==> config.mk <==
export PLATFORM = sky130hd
export DESIGN_NAME = bond_price_dv01_accumulator
export DESIGN_NICKNAME = d
export VERILOG_FILES = /design/src/rtl/bpd_pkg.sv /design/src/rtl/bpd_ctrl.sv /design/src/rtl/bpd_datapath.sv /design/src/rtl/bond_price_dv01_accumulator.sv
export SDC_FILE = /design/constraint.sdc
export NUM_CORES = 2
export LEC_CHECK = 0
export ABC_AREA = 1
export BUFFER_PORTS_ARGS = -buffer_cell sky130_fd_sc_hd__buf_2
export CAP_MARGIN = 15
export CORE_MARGIN = 10
export CORE_UTILIZATION = 39
export DETAILED_ROUTE_END_ITERATION = 6
export MAX_ROUTING_LAYER = met4
export PLACE_DENSITY = 0.63
export SETUP_SLACK_MARGIN = 0.4
export SYNTH_ARGS = -nofsm -noshare
export SYNTH_HDL_FRONTEND = slang
export SYNTH_HIERARCHICAL = 1
export SYNTH_SLANG_ARGS = --single-unit
export TNS_END_PERCENT = 5
==> constraint.sdc <==
create_clock -name clk -period 8 [get_ports clk]
set_input_delay 1.6 -clock clk [delete_from_list [all_inputs] [get_ports clk]]
set_output_delay 1.6 -clock clk [all_outputs]
set_load 0.02 [all_outputs]
==> src/rtl/bpd_pkg.sv <==
package bpd_pkg;

    localparam int DateW    = 16;
    localparam int NcdW     = 17;
    localparam int PeriodW  = 9;
    localparam int AmtW     = 24;
    localparam int FactorW  = 24;
    localparam int SumW     = 40;
    localparam int ProdW    = AmtW + FactorW;
    localparam int FracDrop = 22;
    localparam int FlowW    = ProdW - FracDrop;
    localparam int RemW     = PeriodW + 1;
    localparam int DivSteps = NcdW;
    localparam int DivCntW  = $clog2(DivSteps);
    localparam int CfgIdxW  = 3;
    localparam int CfgDataW = 24;

    // 100.0 in Q8.16
    localparam logic [AmtW-1:0]    PrincipalQ16 = AmtW'(6553600);
    localparam logic [ProdW-1:0]   RoundHalf    = ProdW'(1) << (FracDrop - 1);
    localparam logic [PeriodW-1:0] PeriodReset  = PeriodW'(365);
    localparam logic [DateW-1:0]   DayMax       = '1;

    typedef enum logic [CfgIdxW-1:0] {
        CfgStartDate    = 3'd0,
        CfgMaturityDate = 3'd1,
        CfgTodayDate    = 3'd2,
        CfgCouponPeriod = 3'd3,
        CfgCouponAmount = 3'd4
    } cfg_idx_t;

    typedef enum logic [3:0] {
        StIdle,
        StCheck,
        StDiv,
        StAlign,
        StEval,
        StMulCpn,
        StAddCpn,
        StMulPrn,
        StAddPrn,
        StFinish
    } state_t;

    typedef struct packed {
        logic [DateW-1:0]   start_date;
        logic [DateW-1:0]   maturity_date;
        logic [DateW-1:0]   today_date;
        logic [PeriodW-1:0] coupon_period_days;
        logic [AmtW-1:0]    coupon_amount;
    } cfg_t;

    // all terms zero except the coupon period
    localparam cfg_t CfgReset = '{
        start_date:         '0,
        maturity_date:      '0,
        today_date:         '0,
        coupon_period_days: PeriodReset,
        coupon_amount:      '0
    };

    typedef struct packed {
        logic [FactorW-1:0] discount_factor;
        logic [FactorW-1:0] bumped_discount_factor;
        logic               last_day;
    } item_t;

    typedef struct packed {
        logic [SumW-1:0]        price;
        logic signed [SumW-1:0] dv01;
        logic                   curve_short;
    } result_t;

    typedef struct packed {
        logic load;
        logic div_init;
        logic div_step;
        logic align_start;
        logic align_div;
        logic mul_cpn;
        logic mul_prn;
        logic acc;
        logic advance;
        logic set_fin;
        logic finish;
    } cmd_t;

    typedef struct packed {
        logic finished;
        logic first;
        logic start_ge_today;
        logic div_last;
        logic hit;
        logic at_maturity;
    } stat_t;

endpackage

==> src/rtl/bpd_ctrl.sv <==
module bpd_ctrl (
    input  logic           clk,
    input  logic           rst_n,
    input  logic           start,
    input  bpd_pkg::stat_t stat,
    output bpd_pkg::cmd_t  cmd,
    output logic           busy
);

    bpd_pkg::state_t state_reg;
    bpd_pkg::state_t state_next;

    always_ff @(posedge clk or negedge rst_n)
    begin
        if (!rst_n)
        begin
            state_reg <= bpd_pkg::StIdle;
        end
        else
        begin
            state_reg <= state_next;
        end
    end

    always_comb
    begin
        state_next = state_reg;
        cmd        = '0;
        busy       = 1'b1;
        case (state_reg)
            bpd_pkg::StIdle:
            begin
                busy = 1'b0;
                if (start)
                begin
                    cmd.load   = 1'b1;
                    state_next = bpd_pkg::StCheck;
                end
            end
            bpd_pkg::StCheck:
            begin
                if (stat.finished)
                begin
                    state_next = bpd_pkg::StFinish;
                end
                else if (stat.first && stat.start_ge_today)
                begin
                    cmd.align_start = 1'b1;
                    state_next      = bpd_pkg::StEval;
                end
                else if (stat.first)
                begin
                    cmd.div_init = 1'b1;
                    state_next   = bpd_pkg::StDiv;
                end
                else
                begin
                    state_next = bpd_pkg::StEval;
                end
            end
            bpd_pkg::StDiv:
            begin
                cmd.div_step = 1'b1;
                if (stat.div_last)
                begin
                    state_next = bpd_pkg::StAlign;
                end
            end
            bpd_pkg::StAlign:
            begin
                cmd.align_div = 1'b1;
                state_next    = bpd_pkg::StEval;
            end
            bpd_pkg::StEval:
            begin
                state_next = stat.hit ? bpd_pkg::StMulCpn : bpd_pkg::StFinish;
            end
            bpd_pkg::StMulCpn:
            begin
                cmd.mul_cpn = 1'b1;
                state_next  = bpd_pkg::StAddCpn;
            end
            bpd_pkg::StAddCpn:
            begin
                cmd.acc = 1'b1;
                if (stat.at_maturity)
                begin
                    state_next = bpd_pkg::StMulPrn;
                end
                else
                begin
                    cmd.advance = 1'b1;
                    state_next  = bpd_pkg::StFinish;
                end
            end
            bpd_pkg::StMulPrn:
            begin
                cmd.mul_prn = 1'b1;
                state_next  = bpd_pkg::StAddPrn;
            end
            bpd_pkg::StAddPrn:
            begin
                cmd.acc     = 1'b1;
                cmd.set_fin = 1'b1;
                state_next  = bpd_pkg::StFinish;
            end
            bpd_pkg::StFinish:
            begin
                cmd.finish = 1'b1;
                state_next = bpd_pkg::StIdle;
            end
            default:
            begin
                state_next = bpd_pkg::StIdle;
            end
        endcase
    end

endmodule

==> src/rtl/bpd_datapath.sv <==
module bpd_datapath (
    input  logic             clk,
    input  logic             rst_n,
    input  bpd_pkg::cfg_t    cfg,
    input  bpd_pkg::item_t   item,
    input  bpd_pkg::cmd_t    cmd,
    output bpd_pkg::stat_t   stat,
    output bpd_pkg::result_t result,
    output logic             done
);

    localparam int NcdW    = bpd_pkg::NcdW;
    localparam int SumW    = bpd_pkg::SumW;
    localparam int ProdW   = bpd_pkg::ProdW;
    localparam int RemW    = bpd_pkg::RemW;
    localparam int DivCntW = bpd_pkg::DivCntW;

    // control state
    logic [NcdW-1:0]           ncd_reg, ncd_next;
    logic [bpd_pkg::DateW-1:0] day_reg, day_next;
    logic [SumW-1:0]           price_reg, price_next;
    logic [SumW-1:0]           bump_reg, bump_next;
    logic                      fin_reg, fin_next;
    logic                      done_reg, done_next;
    logic [RemW-1:0]           rem_reg, rem_next;
    logic [NcdW-1:0]           divn_reg, divn_next;
    logic [DivCntW-1:0]        divcnt_reg, divcnt_next;

    // payload
    logic [bpd_pkg::FactorW-1:0] df_reg, df_next;
    logic [bpd_pkg::FactorW-1:0] bdf_reg, bdf_next;
    logic                        last_reg, last_next;
    logic                        finld_reg, finld_next;
    logic [ProdW-1:0]            proda_reg, proda_next;
    logic [ProdW-1:0]            prodb_reg, prodb_next;
    bpd_pkg::result_t            result_reg, result_next;

    logic [bpd_pkg::PeriodW-1:0] period;
    logic [NcdW-1:0]             cur_day;
    logic [bpd_pkg::AmtW-1:0]    mul_amt;
    logic [RemW-1:0]             trial;
    logic [RemW-1:0]             period_w;
    logic signed [SumW:0]        diff;
    logic signed [SumW-1:0]      dv01_sat;

    function automatic logic [SumW-1:0] sat_add(input logic [SumW-1:0] a,
                                                input logic [ProdW-1:0] p);
        logic [ProdW-1:0] r;
        logic [SumW:0]    s;
        r = p + bpd_pkg::RoundHalf;
        s = {1'b0, a} + (SumW + 1)'(r[ProdW-1:bpd_pkg::FracDrop]);
        return s[SumW] ? '1 : s[SumW-1:0];
    endfunction

    // zero period runs as one day
    assign period   = (cfg.coupon_period_days == '0) ? bpd_pkg::PeriodW'(1)
                                                     : cfg.coupon_period_days;
    assign period_w = {1'b0, period};
    assign cur_day  = {1'b0, cfg.today_date} + {1'b0, day_reg};
    assign mul_amt  = cmd.mul_prn ? bpd_pkg::PrincipalQ16 : cfg.coupon_amount;
    assign trial    = {rem_reg[RemW-2:0], divn_reg[NcdW-1]};

    assign diff = $signed({1'b0, price_reg}) - $signed({1'b0, bump_reg});

    always_comb
    begin
        if (!diff[SumW] && diff[SumW-1])
        begin
            dv01_sat = {1'b0, {(SumW-1){1'b1}}};
        end
        else if (diff[SumW] && !diff[SumW-1])
        begin
            dv01_sat = {1'b1, {(SumW-1){1'b0}}};
        end
        else
        begin
            dv01_sat = diff[SumW-1:0];
        end
    end

    always_comb
    begin
        stat.finished       = fin_reg;
        stat.first          = (day_reg == '0);
        stat.start_ge_today = (cfg.start_date >= cfg.today_date);
        stat.div_last       = (divcnt_reg == DivCntW'(bpd_pkg::DivSteps - 1));
        stat.hit            = (day_reg != bpd_pkg::DayMax) && (cur_day == ncd_reg);
        stat.at_maturity    = (ncd_reg >= {1'b0, cfg.maturity_date});
    end

    always_comb
    begin
        ncd_next    = ncd_reg;
        day_next    = day_reg;
        price_next  = price_reg;
        bump_next   = bump_reg;
        fin_next    = fin_reg;
        done_next   = 1'b0;
        rem_next    = rem_reg;
        divn_next   = divn_reg;
        divcnt_next = divcnt_reg;
        df_next     = df_reg;
        bdf_next    = bdf_reg;
        last_next   = last_reg;
        finld_next  = finld_reg;
        proda_next  = proda_reg;
        prodb_next  = prodb_reg;
        result_next = result_reg;

        if (cmd.load)
        begin
            df_next    = item.discount_factor;
            bdf_next   = item.bumped_discount_factor;
            last_next  = item.last_day;
            finld_next = fin_reg;
        end

        if (cmd.align_start)
        begin
            ncd_next = {1'b0, cfg.start_date};
        end

        // ceil alignment: remainder of (today - start + p - 1) / p
        if (cmd.div_init)
        begin
            divn_next   = {1'b0, cfg.today_date} - {1'b0, cfg.start_date}
                        + NcdW'(period) - NcdW'(1);
            rem_next    = '0;
            divcnt_next = '0;
        end

        if (cmd.div_step)
        begin
            divn_next   = {divn_reg[NcdW-2:0], 1'b0};
            rem_next    = (trial >= period_w) ? trial - period_w : trial;
            divcnt_next = divcnt_reg + DivCntW'(1);
        end

        // start + k*p equals today + p - 1 - rem
        if (cmd.align_div)
        begin
            ncd_next = {1'b0, cfg.today_date} + NcdW'(period) - NcdW'(1)
                     - NcdW'(rem_reg);
        end

        if (cmd.mul_cpn || cmd.mul_prn)
        begin
            proda_next = ProdW'(mul_amt) * ProdW'(df_reg);
            prodb_next = ProdW'(mul_amt) * ProdW'(bdf_reg);
        end

        if (cmd.acc)
        begin
            price_next = sat_add(price_reg, proda_reg);
            bump_next  = sat_add(bump_reg, prodb_reg);
        end

        if (cmd.advance)
        begin
            ncd_next = ncd_reg + NcdW'(period);
        end

        if (cmd.set_fin)
        begin
            fin_next = 1'b1;
        end

        if (cmd.finish)
        begin
            if (!finld_reg)
            begin
                if (day_reg != bpd_pkg::DayMax)
                begin
                    day_next = day_reg + bpd_pkg::DateW'(1);
                end
                if (fin_reg || last_reg)
                begin
                    done_next               = 1'b1;
                    result_next.price       = price_reg;
                    result_next.dv01        = dv01_sat;
                    result_next.curve_short = !fin_reg;
                end
            end
            // end of stream rearms for the next one
            if (last_reg)
            begin
                day_next   = '0;
                price_next = '0;
                bump_next  = '0;
                fin_next   = 1'b0;
                ncd_next   = '0;
            end
        end
    end

    always_ff @(posedge clk or negedge rst_n)
    begin
        if (!rst_n)
        begin
            ncd_reg    <= '0;
            day_reg    <= '0;
            price_reg  <= '0;
            bump_reg   <= '0;
            fin_reg    <= 1'b0;
            done_reg   <= 1'b0;
            rem_reg    <= '0;
            divn_reg   <= '0;
            divcnt_reg <= '0;
        end
        else
        begin
            ncd_reg    <= ncd_next;
            day_reg    <= day_next;
            price_reg  <= price_next;
            bump_reg   <= bump_next;
            fin_reg    <= fin_next;
            done_reg   <= done_next;
            rem_reg    <= rem_next;
            divn_reg   <= divn_next;
            divcnt_reg <= divcnt_next;
        end
    end

    always_ff @(posedge clk)
    begin
        df_reg     <= df_next;
        bdf_reg    <= bdf_next;
        last_reg   <= last_next;
        finld_reg  <= finld_next;
        proda_reg  <= proda_next;
        prodb_reg  <= prodb_next;
        result_reg <= result_next;
    end

    assign result = result_reg;
    assign done   = done_reg;

endmodule

==> src/rtl/bond_price_dv01_accumulator.sv <==
// Channel   | Ports                        | Transfer
// ----------+------------------------------+------------------------------------------
// request   | start, busy, item            | taken at clk edge with start & !busy
// result    | done, result                 | done high one cycle; no back-pressure
// config    | cfg_wr, cfg_idx, cfg_data    | written at clk edge with cfg_wr high
//
// busy stays high through the check, evaluate and finish states; a coupon day adds a
// coupon multiply and add, the maturity day a principal multiply and add too, and a
// paid-off bond goes from check to finish. A stream's first request with issue date
// before the valuation date adds the bit-serial remainder (17 steps) and alignment.
// rst_n clears state and config asynchronously; coupon_period_days resets to 365.
// done rises the cycle after the last busy cycle; the receiver cannot stall it.
module bond_price_dv01_accumulator (
    input  logic                           clk,
    input  logic                           rst_n,
    input  logic                           start,
    output logic                           busy,
    input  bpd_pkg::item_t                 item,
    output logic                           done,
    output bpd_pkg::result_t               result,
    input  logic                           cfg_wr,
    input  logic [bpd_pkg::CfgIdxW-1:0]    cfg_idx,
    input  logic [bpd_pkg::CfgDataW-1:0]   cfg_data
);

    bpd_pkg::cfg_t  cfg_reg;
    bpd_pkg::cfg_t  cfg_next;
    bpd_pkg::cmd_t  cmd;
    bpd_pkg::stat_t stat;

    // Config registers: live values feed the datapath, alignment samples
    // them on the first request of a stream.
    always_comb
    begin
        cfg_next = cfg_reg;
        if (cfg_wr)
        begin
            case (cfg_idx)
                bpd_pkg::CfgStartDate:
                begin
                    cfg_next.start_date = cfg_data[bpd_pkg::DateW-1:0];
                end
                bpd_pkg::CfgMaturityDate:
                begin
                    cfg_next.maturity_date = cfg_data[bpd_pkg::DateW-1:0];
                end
                bpd_pkg::CfgTodayDate:
                begin
                    cfg_next.today_date = cfg_data[bpd_pkg::DateW-1:0];
                end
                bpd_pkg::CfgCouponPeriod:
                begin
                    cfg_next.coupon_period_days = cfg_data[bpd_pkg::PeriodW-1:0];
                end
                bpd_pkg::CfgCouponAmount:
                begin
                    cfg_next.coupon_amount = cfg_data[bpd_pkg::AmtW-1:0];
                end
                default:
                begin
                    cfg_next = cfg_reg;
                end
            endcase
        end
    end

    always_ff @(posedge clk or negedge rst_n)
    begin
        if (!rst_n)
        begin
            cfg_reg <= bpd_pkg::CfgReset;
        end
        else
        begin
            cfg_reg <= cfg_next;
        end
    end

    // Sequencer: one state per step of a request.
    bpd_ctrl u_ctrl (
        .clk   (clk),
        .rst_n (rst_n),
        .start (start),
        .stat  (stat),
        .cmd   (cmd),
        .busy  (busy)
    );

    // Accumulators, coupon-date tracking, remainder unit, multipliers.
    bpd_datapath u_datapath (
        .clk    (clk),
        .rst_n  (rst_n),
        .cfg    (cfg_reg),
        .item   (item),
        .cmd    (cmd),
        .stat   (stat),
        .result (result),
        .done   (done)
    );

endmodule

==> impl_results.md <==
- Status: finished, violations left
- Failing checks: DRC
- Vias: 58.5k
- Sequential cell area: 0.0114 sq mm
- Crit-path max FO: 10
- Worst-skew pair later-pin latency: 0.73 ns
- Num CTS Buffers: 57
- Synthesized Nets: 10.3k
- Initial core utilization: 0.391
- Hold crit path type: reg2reg
- Post-synth EDFFs: 185
- Number of buffers added on ports: 162
- Hpwl dp: 194000 um
- Die Y: 435 um
- Dominant synthesized flop cell: dfrtp_1
- Fin crit period: 7.44 ns
- Crit path DAT: 7.90 ns
- Most crowded layer after global routing: met2
- Crit Path Class: reg2reg
- CP Capture Type: register
- Via-to-Cell Ratio: 5.20
- DRC viols: 30
- Crit path top cell by count: fa_1
- CTS Sinks: 417
- DR iter-0 viols: 4636
- Detailed Route WL: 242000 um
- Slew margin rel.: 0.216
- Avg Cell Area, Syn: 7.71 sq um
- Async SR Flop Fraction: 0.556
- Core area: 0.171 sq mm
- Number of synthesized register bits: 417
- Synth area leader: fa_1
- Vias in the first global route: 60.6k
- First-pass GRT wire length: 368000 um
- Maximum root-to-sink buffer count: 3
- Cell area after synthesis: 0.0671 sq mm
- Setup tns final: 0 ns
- GR Overflow Total: 0
- Final setup violation count: 0
- RSZ-0062 raised after global routing: yes
- H-tree depth: 2
- Mapped Cells: 8697
- Multi-input gate area: 0.0478 sq mm
- Synth area leaders: fa_1 29%, nand2_1 11%, inv_1 10%
- Yosys warns: 6
- Global routing usage on met2: 0.404
- Synthesis-to-finish area growth: 10.9%
- Worst slew pin tran: 1.17 ns
- Share of the clock period used by the worst path: 0.930
- Worst-path clk slew: 0.06 ns
- Die X: 435 um
- Layout cell share with drive strength beyond 1: 0.0780
- Total track usage: 0.257
- Max-cap viol count: 0
- Worst path required time: 8.46 ns
- WL/cell: 21.5 um
- Number of library cell types mapped by synthesis: 60
- Reg-to-reg slack, setup: 0.56 ns
- Global-route track usage on met3: 0.0414
- Routability cong.: 0.987
- Clk root buf: clkbuf_16
- CP max stage cell: fa_1
- DRT antenna net count: 0
- IO Count: 163
- Final Max Slew Viols: 0
- CP peak stage delay: 0.61 ns
- Largest net degree at the start of global routing: 95
- Final Hold Violating Endpoints: 0
- F_max: 0.134 GHz
- Clock Skews: 0.0332 ns
- FILL cells: 17.3k
- Final nets: 10.5k
- Drt first pass iters: 7
- Sequential-to-total area share from yosys stat: 0.169
- Met1 Usage GRT: 0.334
- Initial antenna violation count: 6
- Worst setup SP type: register
- Die Footprint: 0.189 sq mm
- Cell Rows: 152
- CTS tree: done
- Top cell type's share of synthesized area: 0.295
cells in the final DEF, fill, tap and decap left out, types with 9 or more instances in the layout:
cell / Yosys / final
nand2_2: 27 / 36
nor3_1: 67 / 63
o21a_1: 10 / 10
o211ai_1: 21 / 21
o21ai_1: 15 / 20
clkinv_1: 16 / 15
nand2_1: 1953 / 1940
nand3_1: 347 / 345
edfxtp_1: 185 / 185
o21ai_0: 225 / 220
a31oi_1: 25 / 23
a21oi_1: 361 / 352
nand3b_1: 23 / 23
clkinvlp_4: 0 / 13
a21boi_0: 14 / 10
o21bai_1: 33 / 33
fa_1: 988 / 988
clkbuf_16: 0 / 64
nor3_2: 5 / 9
buf_4: 6 / 178
dfrtp_1: 226 / 224
inv_1: 1838 / 1830
nor4_1: 26 / 19
buf_2: 37 / 161
xor2_1: 132 / 130
buf_12: 0 / 35
nand3_2: 9 / 11
xnor2_1: 60 / 60
inv_2: 22 / 23
nor2_2: 19 / 34
a21oi_2: 14 / 21
ha_1: 542 / 536
a21o_1: 52 / 52
nor2_4: 8 / 9
nor2_1: 1038 / 1022
clkinv_4: 0 / 9
nand4_1: 69 / 69
kinds of logic after synthesis:
group | after synthesis | share of synthesized area
AND/OR/NAND/NOR | 3617 | 0.220
buffers and inverters | 2141 | 0.122
adder cells (fa/ha/maj) | 1530 | 0.396
AO/OA/AOI/OAI | 800 | 0.0671
flip-flops | 417 | 0.169
XOR/XNOR | 192 | 0.0251
routing by layer:
metal / part of all wire / vias to the layer above
met3: 0.079 / 505
met4: 0.049 / 0
met5: 0 / -
met1: 0.42 / 28800
li1: - / 26800
met2: 0.45 / 2378
layout make-up:
type | count | share of cell area
tap | 2310 | 0.0389
timing repair buffer | 394 | 0.0428
inverter | 1877 | 0.0952
clock inverter | 37 | 0.00591
sequential | 417 | 0.153
multi-input combinational | 6139 | 0.643
antenna | 5 | 0.000168
clock buffer | 71 | 0.0208
repair_timing:
| action | in CTS | in global routing |
|---|---|---|
| pin swaps | 0 | 7 |
| gates cloned | 0 | 7 |
| endpoints found under the setup margin | 40 | 51 |
| hold buffers | 0 | 0 |
| setup buffers | 0 | 19 |
| resized for setup | 4 | 109 |
stage by stage:
step	hold slack [ns]	setup slack, ns	instance area, sq um	cells	utilization
5_1_grt	0.488	0.346	74400	11300	0.434
3_3_place_gp	0.456	0.162	71600	11100	0.418
2_1_floorplan	0.442	0.904	67100	8697	-
3_5_place_dp	0.458	0.0883	71600	11100	0.418
6_report	0.469	0.556	74400	11300	0.434
4_1_cts	0.473	0.404	73600	11200	0.430
synthesized netlist by cell type (8+ instances only):
cell	instances
o21bai_1	33
xnor2_1	60
nor2_2	19
dfrtp_1	226
inv_2	22
nand3b_1	23
a31oi_1	25
o211ai_1	21
a21oi_2	14
nor2_4	8
nand2_2	27
nand3_2	9
nand4_1	69
nand2_1	1953
a211oi_1	8
fa_1	988
nor4_1	26
inv_1	1838
o21ai_0	225
ha_1	542
xor2_1	132
edfxtp_1	185
or2_2	8
nor3_1	67
buf_6	9
clkinv_1	16
a21oi_1	361
a21boi_0	14
nor2_1	1038
nand3_1	347
a21o_1	52
clkbuf_1	206
o21ai_1	15
buf_2	37
o21a_1	10
worst max-delay path, delay by kind of cell, from the launching register on:
kind | cells | cell delay (ns)
fa+ha+maj | 8 | 3.95
simple gates | 10 | 1.38
buf+inv | 9 | 1.22
flops | 1 | 0.42
compound gates | 1 | 0.20
path summary, 6_finish.rpt:
kind / start / to / cells after the start
setup / recovery: u_ctrl/state_reg[3] / u_datapath/prodb_reg[42] / 28
hold / removal: cfg_reg[51] / cfg_reg[51] / 2
setup reg to reg: u_ctrl/state_reg[3] / u_datapath/prodb_reg[42] / 28
hold reg to reg: cfg_reg[51] / cfg_reg[51] / 2
max in group asynchronous: rst_n / u_datapath/day_reg[2] / 2
min in group asynchronous: rst_n / cfg_reg[21] / 1
Power is not shown: default switching activity piles up to over one toggle a cycle in this logic, so the estimate is an artifact.
